$ cat config.mk
export PLATFORM = sky130hd
export DESIGN_NAME = event_queue_unique_insert_flat
export DESIGN_NICKNAME = d
export VERILOG_FILES = /design/src/sv/eqi_pkg.sv /design/src/sv/eqi_in_if.sv /design/src/sv/eqi_out_if.sv /design/src/sv/eqi_mem.sv /design/src/sv/eqi_match.sv /design/src/sv/event_queue_unique_insert.sv /design/src/flat_wrapper.sv
export SDC_FILE = /design/constraint.sdc
export NUM_CORES = 2
export LEC_CHECK = 0
export ABC_AREA = 1
export BUFFER_PORTS_ARGS = -buffer_cell sky130_fd_sc_hd__buf_2
export CAP_MARGIN = 20
export CORE_ASPECT_RATIO = 0.6
export CORE_UTILIZATION = 40
export DETAILED_ROUTE_END_ITERATION = 8
export GPL_TIMING_DRIVEN = 0
export HOLD_SLACK_MARGIN = 0.08
export PLACE_DENSITY = 0.66
export SLEW_MARGIN = 20
export SYNTH_ARGS = -nofsm -noshare
export SYNTH_HDL_FRONTEND = slang
export SYNTH_SLANG_ARGS = --single-unit
$ cat constraint.sdc
create_clock -name clk -period 13.32 [get_ports clk]
set_input_delay 0.666 -clock clk [delete_from_list [all_inputs] [get_ports clk]]
set_output_delay 0.666 -clock clk [all_outputs]
set_load 0.05 [all_outputs]
$ cat src/sv/eqi_pkg.sv
// ----------------------------------------------------------------------------
// eqi_pkg - shared types and codes of the event queue
// Entry layout, operation codes, status codes and sequencer states.
// ----------------------------------------------------------------------------
package eqi_pkg;

  localparam int MODE_W   = 3;
  localparam int TYPE_W   = 16;
  localparam int ID_W     = 32;
  localparam int BODY_W   = 64;
  localparam int POS_W    = 4;
  localparam int COUNT_W  = 5;
  localparam int STATUS_W = 2;

  localparam logic [MODE_W-1:0] MODE_PUSH   = 3'd0;
  localparam logic [MODE_W-1:0] MODE_POP    = 3'd1;
  localparam logic [MODE_W-1:0] MODE_READ   = 3'd2;
  localparam logic [MODE_W-1:0] MODE_WRITE  = 3'd3;
  localparam logic [MODE_W-1:0] MODE_CLEAR  = 3'd4;
  localparam logic [MODE_W-1:0] MODE_UNIQUE = 3'd5;

  localparam logic [STATUS_W-1:0] STAT_OK    = 2'd0;
  localparam logic [STATUS_W-1:0] STAT_FULL  = 2'd1;
  localparam logic [STATUS_W-1:0] STAT_EMPTY = 2'd2;
  localparam logic [STATUS_W-1:0] STAT_RANGE = 2'd3;

  typedef struct packed {
    logic [TYPE_W-1:0] ev_type;
    logic [ID_W-1:0]   ev_id;
    logic [BODY_W-1:0] ev_body;
  } entry_t;

  typedef enum logic [2:0] {
    ST_IDLE,
    ST_FETCH,
    ST_SCAN,
    ST_SHIFT,
    ST_DONE
  } state_t;

endpackage

$ cat src/sv/eqi_in_if.sv
// ----------------------------------------------------------------------------
// eqi_in_if - request channel of the event queue
// Valid/ready channel carrying one operation request.
// ----------------------------------------------------------------------------
interface eqi_in_if;
  logic                           valid;
  logic                           ready;
  logic [eqi_pkg::MODE_W-1:0]     mode;
  logic [eqi_pkg::TYPE_W-1:0]     event_type;
  logic [eqi_pkg::ID_W-1:0]       event_id;
  logic [eqi_pkg::BODY_W-1:0]     event_body;
  logic [eqi_pkg::POS_W-1:0]      position;
  logic                           in_place;

  modport source (output valid, mode, event_type, event_id, event_body, position,
                  in_place, input ready);
  modport sink (input valid, mode, event_type, event_id, event_body, position,
                in_place, output ready);
endinterface

$ cat src/sv/eqi_out_if.sv
// ----------------------------------------------------------------------------
// eqi_out_if - result channel of the event queue
// Valid/ready channel carrying one result per request.
// ----------------------------------------------------------------------------
interface eqi_out_if;
  logic                           valid;
  logic                           ready;
  logic [eqi_pkg::TYPE_W-1:0]     out_type;
  logic [eqi_pkg::ID_W-1:0]       out_id;
  logic [eqi_pkg::BODY_W-1:0]     out_body;
  logic [eqi_pkg::COUNT_W-1:0]    entry_count;
  logic [eqi_pkg::STATUS_W-1:0]   status;

  modport source (output valid, out_type, out_id, out_body, entry_count, status,
                  input ready);
  modport sink (input valid, out_type, out_id, out_body, entry_count, status,
                output ready);
endinterface

$ cat src/sv/eqi_mem.sv
// ----------------------------------------------------------------------------
// eqi_mem - entry storage
// One write port, one read port with registered read data.
// ----------------------------------------------------------------------------
module eqi_mem #(
  parameter int DEPTH = 16,
  parameter int AW    = 4
) (
  input  logic            clk,
  input  logic            we,
  input  logic [AW-1:0]   waddr,
  input  eqi_pkg::entry_t wdata,
  input  logic [AW-1:0]   raddr,
  output eqi_pkg::entry_t rdata
);

  eqi_pkg::entry_t mem [DEPTH];
  eqi_pkg::entry_t rdata_r;

  always_ff @(posedge clk) begin
    if (we) begin
      mem[waddr] <= wdata;
    end
    rdata_r <= mem[raddr];
  end

  assign rdata = rdata_r;

endmodule

$ cat src/sv/eqi_match.sv
// ----------------------------------------------------------------------------
// eqi_match - key compare unit
// Match a stored entry against the search key; a zero key id matches any id.
// ----------------------------------------------------------------------------
module eqi_match (
  input  eqi_pkg::entry_t stored,
  input  eqi_pkg::entry_t key,
  output logic            hit
);

  logic type_eq;
  logic id_eq;

  assign type_eq = (stored.ev_type == key.ev_type);
  assign id_eq   = (key.ev_id == '0) || (stored.ev_id == key.ev_id);
  assign hit     = type_eq && id_eq;

endmodule

$ cat src/sv/event_queue_unique_insert.sv
// ----------------------------------------------------------------------------
// event_queue_unique_insert - ordered event queue with unique insert
// Sequencer, entry count and result register around one entry memory.
// ----------------------------------------------------------------------------
// The queue holds up to QUEUE_DEPTH events in arrival order, head at position
// 0, in a single-port-write, registered-read memory. One request is worked at
// a time; in_chan.ready is high only while the sequencer is idle, and a new
// request is taken even while the previous result still waits on out_chan.
// Push, write, clear, unused modes and requests rejected on entry go from
// idle straight to DONE and the result register. Read passes through FETCH.
// Pop passes through FETCH and SHIFT; unique insert scans in SCAN and, on a
// match that is not in place, also passes through SHIFT: the scan reads one
// entry per cycle through the single compare unit, and removal closes the gap
// by moving one entry per cycle through the memory read and write ports, which
// set this rate. entry_count carries the low 5 bits of the count.
// ----------------------------------------------------------------------------
module event_queue_unique_insert #(
  parameter int QUEUE_DEPTH = 16
) (
  input  logic        clk,
  input  logic        rst_n,
  eqi_in_if.sink      in_chan,
  eqi_out_if.source   out_chan
);

  localparam int AW = $clog2(QUEUE_DEPTH);
  localparam int CW = $clog2(QUEUE_DEPTH + 1);
  localparam int PW = (CW > eqi_pkg::POS_W) ? CW : eqi_pkg::POS_W;
  localparam logic [CW-1:0] CNT_FULL = CW'(QUEUE_DEPTH);
  localparam logic [CW-1:0] CNT_ONE  = CW'(1);

  eqi_pkg::state_t state_r, state_nxt;

  // request held for the length of the operation
  logic [eqi_pkg::MODE_W-1:0]   mode_r, mode_nxt;
  eqi_pkg::entry_t              item_r, item_nxt;
  logic                         inplace_r, inplace_nxt;

  // queue count and scan/shift pointers
  logic [CW-1:0]                cnt_r, cnt_nxt;
  logic [CW-1:0]                ridx_r, ridx_nxt;   // next entry to read
  logic [CW-1:0]                cidx_r, cidx_nxt;   // entry now on read data
  logic                         pend_r, pend_nxt;   // read data valid

  // result being built
  eqi_pkg::entry_t              res_r, res_nxt;
  logic [eqi_pkg::STATUS_W-1:0] stat_r, stat_nxt;

  // output register
  logic                         ov_r, ov_nxt;
  eqi_pkg::entry_t              oe_r, oe_nxt;
  logic [eqi_pkg::COUNT_W-1:0]  ocnt_r, ocnt_nxt;
  logic [eqi_pkg::STATUS_W-1:0] ostat_r, ostat_nxt;

  // memory port
  logic                         mem_we;
  logic [AW-1:0]                mem_waddr;
  eqi_pkg::entry_t              mem_wdata;
  logic [AW-1:0]                mem_raddr;
  eqi_pkg::entry_t              mem_rdata;

  eqi_pkg::entry_t              in_item;
  logic                         in_fire;
  logic                         pos_ok;
  logic                         q_full;
  logic                         q_empty;
  logic                         issue;
  logic                         cmp_hit;
  logic                         hit;
  logic                         scan_miss;
  logic                         shift_end;
  logic                         out_load;
  logic [CW-1:0]                shift_dst;
  logic [CW-1:0]                cnt_dec;

  eqi_mem #(
    .DEPTH (QUEUE_DEPTH),
    .AW    (AW)
  ) u_mem (
    .clk   (clk),
    .we    (mem_we),
    .waddr (mem_waddr),
    .wdata (mem_wdata),
    .raddr (mem_raddr),
    .rdata (mem_rdata)
  );

  eqi_match u_match (
    .stored (mem_rdata),
    .key    (item_r),
    .hit    (cmp_hit)
  );

  assign in_item.ev_type = in_chan.event_type;
  assign in_item.ev_id   = in_chan.event_id;
  assign in_item.ev_body = in_chan.event_body;

  assign in_chan.ready = (state_r == eqi_pkg::ST_IDLE);
  assign in_fire       = in_chan.valid && in_chan.ready;

  // position compared at a width that holds both the field and the count
  assign pos_ok  = PW'(in_chan.position) < PW'(cnt_r);
  assign q_full  = (cnt_r == CNT_FULL);
  assign q_empty = (cnt_r == '0);

  // one read issued per cycle while entries remain; data shows on the next cycle
  assign issue     = (ridx_r < cnt_r);
  assign hit       = pend_r && cmp_hit;
  assign scan_miss = !hit && !issue;
  assign shift_end = !pend_r && !issue;
  assign out_load  = (state_r == eqi_pkg::ST_DONE) && (!ov_r || out_chan.ready);
  assign shift_dst = cidx_r - CNT_ONE;
  assign cnt_dec   = cnt_r - CNT_ONE;

  // next state
  always_comb begin
    state_nxt = state_r;
    case (state_r)
      eqi_pkg::ST_IDLE: begin
        if (in_fire) begin
          case (in_chan.mode)
            eqi_pkg::MODE_POP:    state_nxt = q_empty ? eqi_pkg::ST_DONE : eqi_pkg::ST_FETCH;
            eqi_pkg::MODE_READ:   state_nxt = pos_ok ? eqi_pkg::ST_FETCH : eqi_pkg::ST_DONE;
            eqi_pkg::MODE_UNIQUE: state_nxt = eqi_pkg::ST_SCAN;
            default:              state_nxt = eqi_pkg::ST_DONE;
          endcase
        end
      end
      eqi_pkg::ST_FETCH: begin
        state_nxt = (mode_r == eqi_pkg::MODE_POP) ? eqi_pkg::ST_SHIFT : eqi_pkg::ST_DONE;
      end
      eqi_pkg::ST_SCAN: begin
        if (hit) begin
          state_nxt = inplace_r ? eqi_pkg::ST_DONE : eqi_pkg::ST_SHIFT;
        end else if (scan_miss) begin
          state_nxt = eqi_pkg::ST_DONE;
        end
      end
      eqi_pkg::ST_SHIFT: begin
        if (shift_end) begin
          state_nxt = eqi_pkg::ST_DONE;
        end
      end
      eqi_pkg::ST_DONE: begin
        if (out_load) begin
          state_nxt = eqi_pkg::ST_IDLE;
        end
      end
      default: state_nxt = eqi_pkg::ST_IDLE;
    endcase
  end

  // datapath and memory controls
  always_comb begin
    mode_nxt    = mode_r;
    item_nxt    = item_r;
    inplace_nxt = inplace_r;
    cnt_nxt     = cnt_r;
    ridx_nxt    = ridx_r;
    cidx_nxt    = cidx_r;
    pend_nxt    = pend_r;
    res_nxt     = res_r;
    stat_nxt    = stat_r;
    mem_we      = 1'b0;
    mem_waddr   = cnt_r[AW-1:0];
    mem_wdata   = item_r;
    mem_raddr   = ridx_r[AW-1:0];

    case (state_r)
      eqi_pkg::ST_IDLE: begin
        // pop reads the head, read its position; the data lands in FETCH
        mem_raddr = (in_chan.mode == eqi_pkg::MODE_POP) ? '0 : AW'(in_chan.position);
        if (in_fire) begin
          mode_nxt    = in_chan.mode;
          item_nxt    = in_item;
          inplace_nxt = in_chan.in_place;
          res_nxt     = '0;
          stat_nxt    = eqi_pkg::STAT_OK;
          ridx_nxt    = '0;
          pend_nxt    = 1'b0;
          mem_wdata   = in_item;
          case (in_chan.mode)
            eqi_pkg::MODE_PUSH: begin
              if (q_full) begin
                stat_nxt = eqi_pkg::STAT_FULL;
              end else begin
                mem_we    = 1'b1;
                mem_waddr = cnt_r[AW-1:0];
                cnt_nxt   = cnt_r + CNT_ONE;
              end
            end
            eqi_pkg::MODE_POP: begin
              if (q_empty) begin
                stat_nxt = eqi_pkg::STAT_EMPTY;
              end
            end
            eqi_pkg::MODE_READ: begin
              if (!pos_ok) begin
                stat_nxt = eqi_pkg::STAT_RANGE;
              end
            end
            eqi_pkg::MODE_WRITE: begin
              if (!pos_ok) begin
                stat_nxt = eqi_pkg::STAT_RANGE;
              end else begin
                mem_we    = 1'b1;
                mem_waddr = AW'(in_chan.position);
              end
            end
            eqi_pkg::MODE_CLEAR: begin
              cnt_nxt = '0;
            end
            default: begin
            end
          endcase
        end
      end
      eqi_pkg::ST_FETCH: begin
        res_nxt = mem_rdata;
        // pop: close up from the head
        ridx_nxt = CNT_ONE;
        pend_nxt = 1'b0;
      end
      eqi_pkg::ST_SCAN: begin
        ridx_nxt = issue ? (ridx_r + CNT_ONE) : ridx_r;
        cidx_nxt = ridx_r;
        pend_nxt = issue;
        if (hit) begin
          if (inplace_r) begin
            mem_we    = 1'b1;
            mem_waddr = cidx_r[AW-1:0];
          end else begin
            // drop the match: move everything behind it down by one
            ridx_nxt = cidx_r + CNT_ONE;
            pend_nxt = 1'b0;
          end
        end else if (scan_miss) begin
          if (q_full) begin
            stat_nxt = eqi_pkg::STAT_FULL;
          end else begin
            mem_we    = 1'b1;
            mem_waddr = cnt_r[AW-1:0];
            cnt_nxt   = cnt_r + CNT_ONE;
          end
        end
      end
      eqi_pkg::ST_SHIFT: begin
        ridx_nxt = issue ? (ridx_r + CNT_ONE) : ridx_r;
        cidx_nxt = ridx_r;
        pend_nxt = issue;
        if (pend_r) begin
          mem_we    = 1'b1;
          mem_waddr = shift_dst[AW-1:0];
          mem_wdata = mem_rdata;
        end else if (shift_end) begin
          if (mode_r == eqi_pkg::MODE_UNIQUE) begin
            // append the new event in the freed tail slot
            mem_we    = 1'b1;
            mem_waddr = cnt_dec[AW-1:0];
            mem_wdata = item_r;
          end else begin
            cnt_nxt = cnt_dec;
          end
        end
      end
      default: begin
      end
    endcase
  end

  // output register: load from DONE once the slot is free or being drained
  always_comb begin
    ov_nxt    = ov_r;
    oe_nxt    = oe_r;
    ocnt_nxt  = ocnt_r;
    ostat_nxt = ostat_r;
    if (out_load) begin
      ov_nxt    = 1'b1;
      oe_nxt    = res_r;
      ocnt_nxt  = eqi_pkg::COUNT_W'(cnt_r);
      ostat_nxt = stat_r;
    end else if (out_chan.ready) begin
      ov_nxt = 1'b0;
    end
  end

  always_ff @(posedge clk) begin
    if (!rst_n) begin
      state_r <= eqi_pkg::ST_IDLE;
      cnt_r   <= '0;
      ridx_r  <= '0;
      cidx_r  <= '0;
      pend_r  <= 1'b0;
      ov_r    <= 1'b0;
    end else begin
      state_r <= state_nxt;
      cnt_r   <= cnt_nxt;
      ridx_r  <= ridx_nxt;
      cidx_r  <= cidx_nxt;
      pend_r  <= pend_nxt;
      ov_r    <= ov_nxt;
    end
  end

  always_ff @(posedge clk) begin
    mode_r    <= mode_nxt;
    item_r    <= item_nxt;
    inplace_r <= inplace_nxt;
    res_r     <= res_nxt;
    stat_r    <= stat_nxt;
    oe_r      <= oe_nxt;
    ocnt_r    <= ocnt_nxt;
    ostat_r   <= ostat_nxt;
  end

  assign out_chan.valid       = ov_r;
  assign out_chan.out_type    = oe_r.ev_type;
  assign out_chan.out_id      = oe_r.ev_id;
  assign out_chan.out_body    = oe_r.ev_body;
  assign out_chan.entry_count = ocnt_r;
  assign out_chan.status      = ostat_r;

endmodule

$ cat src/flat_wrapper.sv
// flat-port wrapper written by rule: the top's interface ports become plain ports
module event_queue_unique_insert_flat 
#(
  parameter int QUEUE_DEPTH = 16
)
  (clk, rst_n, in_chan_valid, in_chan_mode, in_chan_event_type, in_chan_event_id, in_chan_event_body, in_chan_position, in_chan_in_place, in_chan_ready, out_chan_valid, out_chan_out_type, out_chan_out_id, out_chan_out_body, out_chan_entry_count, out_chan_status, out_chan_ready);
  eqi_in_if in_chan_i ();
  eqi_out_if out_chan_i ();
  input  logic clk;
  input  logic rst_n;
  input wire logic [$bits(in_chan_i.valid)-1:0] in_chan_valid;
  input wire logic [$bits(in_chan_i.mode)-1:0] in_chan_mode;
  input wire logic [$bits(in_chan_i.event_type)-1:0] in_chan_event_type;
  input wire logic [$bits(in_chan_i.event_id)-1:0] in_chan_event_id;
  input wire logic [$bits(in_chan_i.event_body)-1:0] in_chan_event_body;
  input wire logic [$bits(in_chan_i.position)-1:0] in_chan_position;
  input wire logic [$bits(in_chan_i.in_place)-1:0] in_chan_in_place;
  output wire logic [$bits(in_chan_i.ready)-1:0] in_chan_ready;
  output wire logic [$bits(out_chan_i.valid)-1:0] out_chan_valid;
  output wire logic [$bits(out_chan_i.out_type)-1:0] out_chan_out_type;
  output wire logic [$bits(out_chan_i.out_id)-1:0] out_chan_out_id;
  output wire logic [$bits(out_chan_i.out_body)-1:0] out_chan_out_body;
  output wire logic [$bits(out_chan_i.entry_count)-1:0] out_chan_entry_count;
  output wire logic [$bits(out_chan_i.status)-1:0] out_chan_status;
  input wire logic [$bits(out_chan_i.ready)-1:0] out_chan_ready;
  assign in_chan_i.valid = in_chan_valid;
  assign in_chan_i.mode = in_chan_mode;
  assign in_chan_i.event_type = in_chan_event_type;
  assign in_chan_i.event_id = in_chan_event_id;
  assign in_chan_i.event_body = in_chan_event_body;
  assign in_chan_i.position = in_chan_position;
  assign in_chan_i.in_place = in_chan_in_place;
  assign in_chan_ready = in_chan_i.ready;
  assign out_chan_valid = out_chan_i.valid;
  assign out_chan_out_type = out_chan_i.out_type;
  assign out_chan_out_id = out_chan_i.out_id;
  assign out_chan_out_body = out_chan_i.out_body;
  assign out_chan_entry_count = out_chan_i.entry_count;
  assign out_chan_status = out_chan_i.status;
  assign out_chan_i.ready = out_chan_ready;
  event_queue_unique_insert #(.QUEUE_DEPTH(QUEUE_DEPTH)) u_core (.clk(clk), .rst_n(rst_n), .in_chan(in_chan_i), .out_chan(out_chan_i));
endmodule
* Word-level counts from Yosys, hierarchy flattened
Memory sizes are Yosys's and may differ from the RTL's. A register that Yosys moved wholly into a read port is not among the register bits. Index checks and enable logic that the tools add are counted. W data, S select, Z words.
Word-level totals: RAM bits 1792, bits of input ports 124, bits in registers 369, logic and storage cells 150, output and inout bits 121, memories 1
Cells by class: mux-type cells 69, reductions and logical operators 29, equal/unequal tests 24, order comparisons 2, $add $sub $neg 5
Memories:
- u_core.u_mem.mem | words 16, bits a word 112, rd ports 1, clocked after memory_dff 1, wr ports 1, RTL line eqi_mem.sv:17 | eqi_pkg::entry_t mem [DEPTH];
Operators with widths (count):
- $pmux W112 S2 | 2
- $mux W112 | 3
- $mux W5 | 11
- $mux W4 | 10
- $eq A32 B32 Y1 | 1
- $logic_not A32 Y1 | 1
- $mux W3 | 9
- $pmux W5 S4 | 1
- $mux W1 | 17
- $eq A16 B16 Y1 | 1
- $add A5 B1 Y5 const B | 3
- $pmux W3 S5 | 1
- $pmux W5 S3 | 1
- $eq A3 B2 Y1 const B | 4
- $eq A3 B3 Y1 const B | 4
- $mux W2 | 6
- $pmux W4 S3 | 1
- $pmux W5 S2 | 1
- $eq A3 B1 Y1 const B | 3
- $pmux W3 S3 | 1
- $ne A2 B1 Y1 const B | 4
- $ne A2 B2 Y1 const B | 4
- $reduce_and A8 Y1 | 1
- $logic_and A1 B1 Y1 | 6
- 23 further kinds | 33

* Longest topological paths before layout
depth after elaboration 11, mapped depth 18, gate-level depth less buffers 17

* Cells and area by module
From an unflattened synthesis, not the netlist that was laid out.
Unflattened totals: cell total of the unflattened synthesis 9451, area, all modules 97641.1 µm²
Modules (own cells, without submodules):
- eqi_mem | cells an instance 7347, times used 1, seq. area each 56053.8 µm², area each 78783.1 µm²
- event_queue_unique_insert | cells an instance 1953, times used 1, seq. area each 10880.4 µm², area each 18074.8 µm²
- eqi_match | cells an instance 151, times used 1, seq. area each 0.0 µm², area each 783.3 µm²

* Worst setup path before layout
No wires, ideal clock.
path type register to register, start register u_core.cnt_r[2], end memory u_core.u_mem.mem[0][0] (netlist name) (enable), data required time 12.736 ns, path slack 5.899 ns, setup time 0.584 ns, stages on the path, launching flop included 17, arrival 6.837 ns, buffers on the path 1, path through dfxtp_1 -> buf_2 -> clkinv_1 -> ha_1 -> nand2_1 -> inv_1 -> o21ai_0 -> nand3_1 -> nand2_1 -> nor2_1 -> nand2_1 -> nand3_1 -> nand2_1 -> o21bai_1 -> nor2_1 -> nand2_1 -> nor2_1
On the way: cells in the longest elaborated chain, start to end 8
RTL lines:
- start: declaration | RTL line event_queue_unique_insert.sv:40 | logic [CW-1:0] cnt_r, cnt_nxt;
- start signal: assignment | RTL line event_queue_unique_insert.sv:297 | cnt_r <= cnt_nxt;
- parallel branches: the longest is 8 deep, another holds $lt A4 B5 Y1
- end: declaration | RTL line eqi_mem.sv:17
Several ways; the timed one is not identified.

* Worst setup path after layout
start register u_core.pend_r, end memory u_core.u_mem.mem[2][95] (netlist name) (enable)
On the way: cells in the longest elaborated chain, start to end 8
RTL lines:
- start: declaration | RTL line event_queue_unique_insert.sv:43 | logic pend_r, pend_nxt;
- start signal: assignment | RTL line event_queue_unique_insert.sv:300 | pend_r <= pend_nxt;
- $logic_and A1 B1 Y1 | RTL line event_queue_unique_insert.sv:108 | assign hit = pend_r && cmp_hit;
- $logic_not A1 Y1 | RTL line event_queue_unique_insert.sv:109 | assign scan_miss = !hit && !issue;
- $logic_and A1 B1 Y1 | RTL line event_queue_unique_insert.sv:109
- $mux W1 | RTL line event_queue_unique_insert.sv:237 | end else if (scan_miss) begin
- $mux W1 | RTL line event_queue_unique_insert.sv:228 | if (hit) begin
- $pmux W1 S3 | RTL line event_queue_unique_insert.sv:169 | case (state_r)
- $mux W1 | RTL line eqi_mem.sv:21 | if (we) begin
- $mux W1 (implied by the code) | RTL line eqi_mem.sv:22 | mem[waddr] <= wdata;
Parallel ways exist; a longest one is shown, timed or not.

==> flow_metrics.py <==
metrics = {
    "timing": {
        "worst_slack_ns": 8.12,
        "hold_viol": 0,
        "fin_crit_ns": 5.20,
        "grt_setup_unrepaired": "no",
        "period_share": 0.390,
        "worst_pin_slew_ns": 1.36,
        "drv_slew": 0,
        "slew-limit-headroom": 0.0944,
        "setup_viol": 0,
        "fmaxAchievable_mhz": 192,
        "clock_skew_ns": 0.0721,
    },
    "finish": {
        "fin_area_um2": 110000,
        "fin_cells": 11900,
        "area_delta_synth_final_pct": 17.4,
        "final_util": 0.474,
        "drive_gt1_frac": 0.132,
        "n_fill_cell": 20300,
        "nets": 8738,
    },
    "route": {
        "vias": 69400,
        "totalWireLength_um": 353000,
        "detail-route-antenna-nets": 0,
        "wl_per_cell_um": 29.6,
        "drt-vias-per-instance": 5.82,
        "drc_errors": 0,
        "first_pass_iters": 9,
        "dr.first_iter.drc_count": 12400,
    },
    "setup_path": {
        "crit_path_end_kind": "flop",
        "critPathSlowestCell": "nor2_4",
        "crit_chain": "o21ai_1 -> nor3_1 -> nand3_1 -> nor2_2 -> nand2_1 -> o21ai_0 -> nand3_1 -> nand2_1 -> nand3_1 -> nor2_4 -> buf_16 -> buf_12 -> buf_12",
        "critical_path_arrival_ns": 5.77,
        "required_ns": 13.89,
        "start_kind": "flop",
        "cpMostUsedCell": "nand3_1",
        "reg2reg_slack_ns": 8.12,
        "cp_max_fo": 19,
        "slowest_delay_ns": 0.80,
        "crit_type": "flop to flop",
        "r2r-start": "u_core.pend_r",
        "startpoint": "u_core.pend_r",
    },
    "yosys": {
        "syn_area_um2": 94100,
        "postSynth.asyncResetShare": 0,
        "syn_avg_cell_area_um2": 11.9,
        "synth_commonest_cells": "edfxtp_1 (2141), nand2_1 (1627), inv_1 (1175)",
        "synth-seq-cells": 2273,
        "synth_top_area_frac": 0.684,
        "yosys.area.top_type": "edfxtp_1",
        "synth_nets": 8009,
        "syn_inst": 7873,
        "synth_cell_types": 41,
        "synth_area_leaders": "edfxtp_1 (68%), o211ai_1 (8.1%), nand2_1 (6.5%)",
        "synth_edf_count": 2141,
        "synth_seq_area_share": 0.712,
        "synth_ff_type": "edfxtp_1",
        "yosysWarnings": 0,
        "synth_most_common_cell": "edfxtp_1",
    },
    "power": {
        "irDropWorstVdd_mv": 0.128,
        "p_comb_frac": 0.225,
        "swShare": 0.326,
        "pwr_density_cell_nw_per_um2": 181,
        "p_total_mw": 19.9,
        "pwr-share-clk": 0.312,
        "pwr-share-seq": 0.462,
        "switchingPower_mw": 6.49,
        "p_int_mw": 13.4,
        "leakagePower_nw": 41.2,
    },
    "grt": {
        "grt_pass1_wl_um": 482000,
        "grtUsageTotal": 0.289,
        "grt_overflow": 0,
        "grt_pass1_vias": 63400,
        "antenna_found_initial": 23,
        "grt_max_degree": 47,
    },
    "placement": {
        "post-dp-hpwl_um": 249000,
        "dpl-instance-area_um2": 103000,
        "place_congestion": 0.968,
        "pre_cts_slack_ns": 8.30,
        "port-buffer-count": 244,
        "dp.cells": 11500,
    },
    "cts": {
        "cts.path.max_buffers": 4,
        "clock-sinks": 2273,
        "ctsResizeCount": 0,
        "post-cts-setup-buffers": 0,
        "cts.root.buffer_cell": "clkbuf_16",
        "h-tree-depth": 4,
        "cts_inserted_buffers": 214,
        "clock_latency_ns": 0.91,
        "path_clk_slew_ns": 0.07,
        "cts_tree": "yes",
        "cts_hold_buf": 5,
    },
    "floorplan": {
        "die_x_um": 628,
        "die_area_um2": 237000,
        "die_y_um": 378,
        "rows": 137,
        "io_pins": 245,
        "initial_core_util": 0.403,
        "core_area_um2": 233000,
    },
    "status": {
        "status": "completed",
    },
    "min_path": {
        "hold_path_class": "primary input to flop",
        "worstHoldStart": "out_chan_ready",
    },
    "run": {
        "drv_cap": 0,
    },
}
[metrics by stage]
step,setup TNS (ns),hold WS (ns)
floorplan,0,0.400
detailed placement,0,0.405
global placement,-2885.29,0.407
finish,0,0.117
global route,0,0.116
CTS,0,0.0815
[layout by cell type, fill, tap and decap left out, types with 132 or more instances in the layout]
| cell type | count |
|---|---|
| nand3_1 | 721 |
| buf_2 | 471 |
| inv_1 | 1175 |
| nor2_1 | 174 |
| o21ai_0 | 250 |
| nand2_1 | 1626 |
| dfxtp_1 | 132 |
| o211ai_1 | 1009 |
| buf_4 | 146 |
| clkbuf_16 | 215 |
| clkbuf_1 | 187 |
| edfxtp_1 | 2141 |
[worst max-delay path, delay by kind of cell (launching register included)]
family	cells	cell delay, ns
compound gates	2	0.31
buf+inv	3	0.69
flops	1	0.73
simple gates	8	3.07
[registers in the layout, indices dropped and copies added, names as in the netlist, 16 cells and up]
register,count
u_core.out_chan.out_id,32
u_core.item_r,112
u_core.out_chan.out_type,16
u_core.u_mem.rdata,112
u_core.res_r,112
u_core.out_chan.out_body,64
u_core.u_mem.mem,1792
[final timing paths]
kind | cells after the start | endpoint
setup / recovery | 13 | u_core.u_mem.mem[2][95]
hold / removal | 4 | u_core.out_chan.valid
setup reg to reg | 13 | u_core.u_mem.mem[2][95]
hold reg to reg | 0 | u_core.out_chan.out_body[16]
[kinds of logic after synthesis]
group	synth area share
buffers and inverters	0.0723
adder cells (fa/ha/maj)	0.00160
AO/OA/AOI/OAI	0.0965
AND/OR/NAND/NOR	0.114
flip-flops	0.712
XOR/XNOR	0.00382
[power groups by stage]
| stage | sequential, mW | combinational [mW] | clock [mW] |
|---|---|---|---|
| 2_1_floorplan | 9.41 | 2.03 | 0 |
| 3_3_place_gp | 9.46 | 3.82 | 0 |
| 3_5_place_dp | 9.36 | 4.19 | 0 |
| 4_1_cts | 9.21 | 4.22 | 6.22 |
| 5_1_grt | 9.23 | 4.63 | 6.48 |
| 6_report | 9.21 | 4.49 | 6.22 |
[metal layers]
layer | part of all wire | track usage
met2 | 0.40 | 0.405
met1 | 0.37 | 0.387
met4 | 0.073 | 0.181
met5 | 0.00053 | 0.000606
met3 | 0.16 | 0.0950
[cell type report]
cell class              instances  area [um2]  share of cell area
plain buffers                 476        2370              0.0215
multi-input cells            3938       20500               0.185
clock buffers                 275        5750              0.0520
well taps                    3127        3910              0.0354
repair buffers                513        5290              0.0479
flip-flops and latches       2273       66900               0.606
inverters                    1186        4450              0.0403
clock inverters               113        1180              0.0107
diodes                         24        60.1            0.000544
Note: power is estimated with default switching activity, not from simulation.
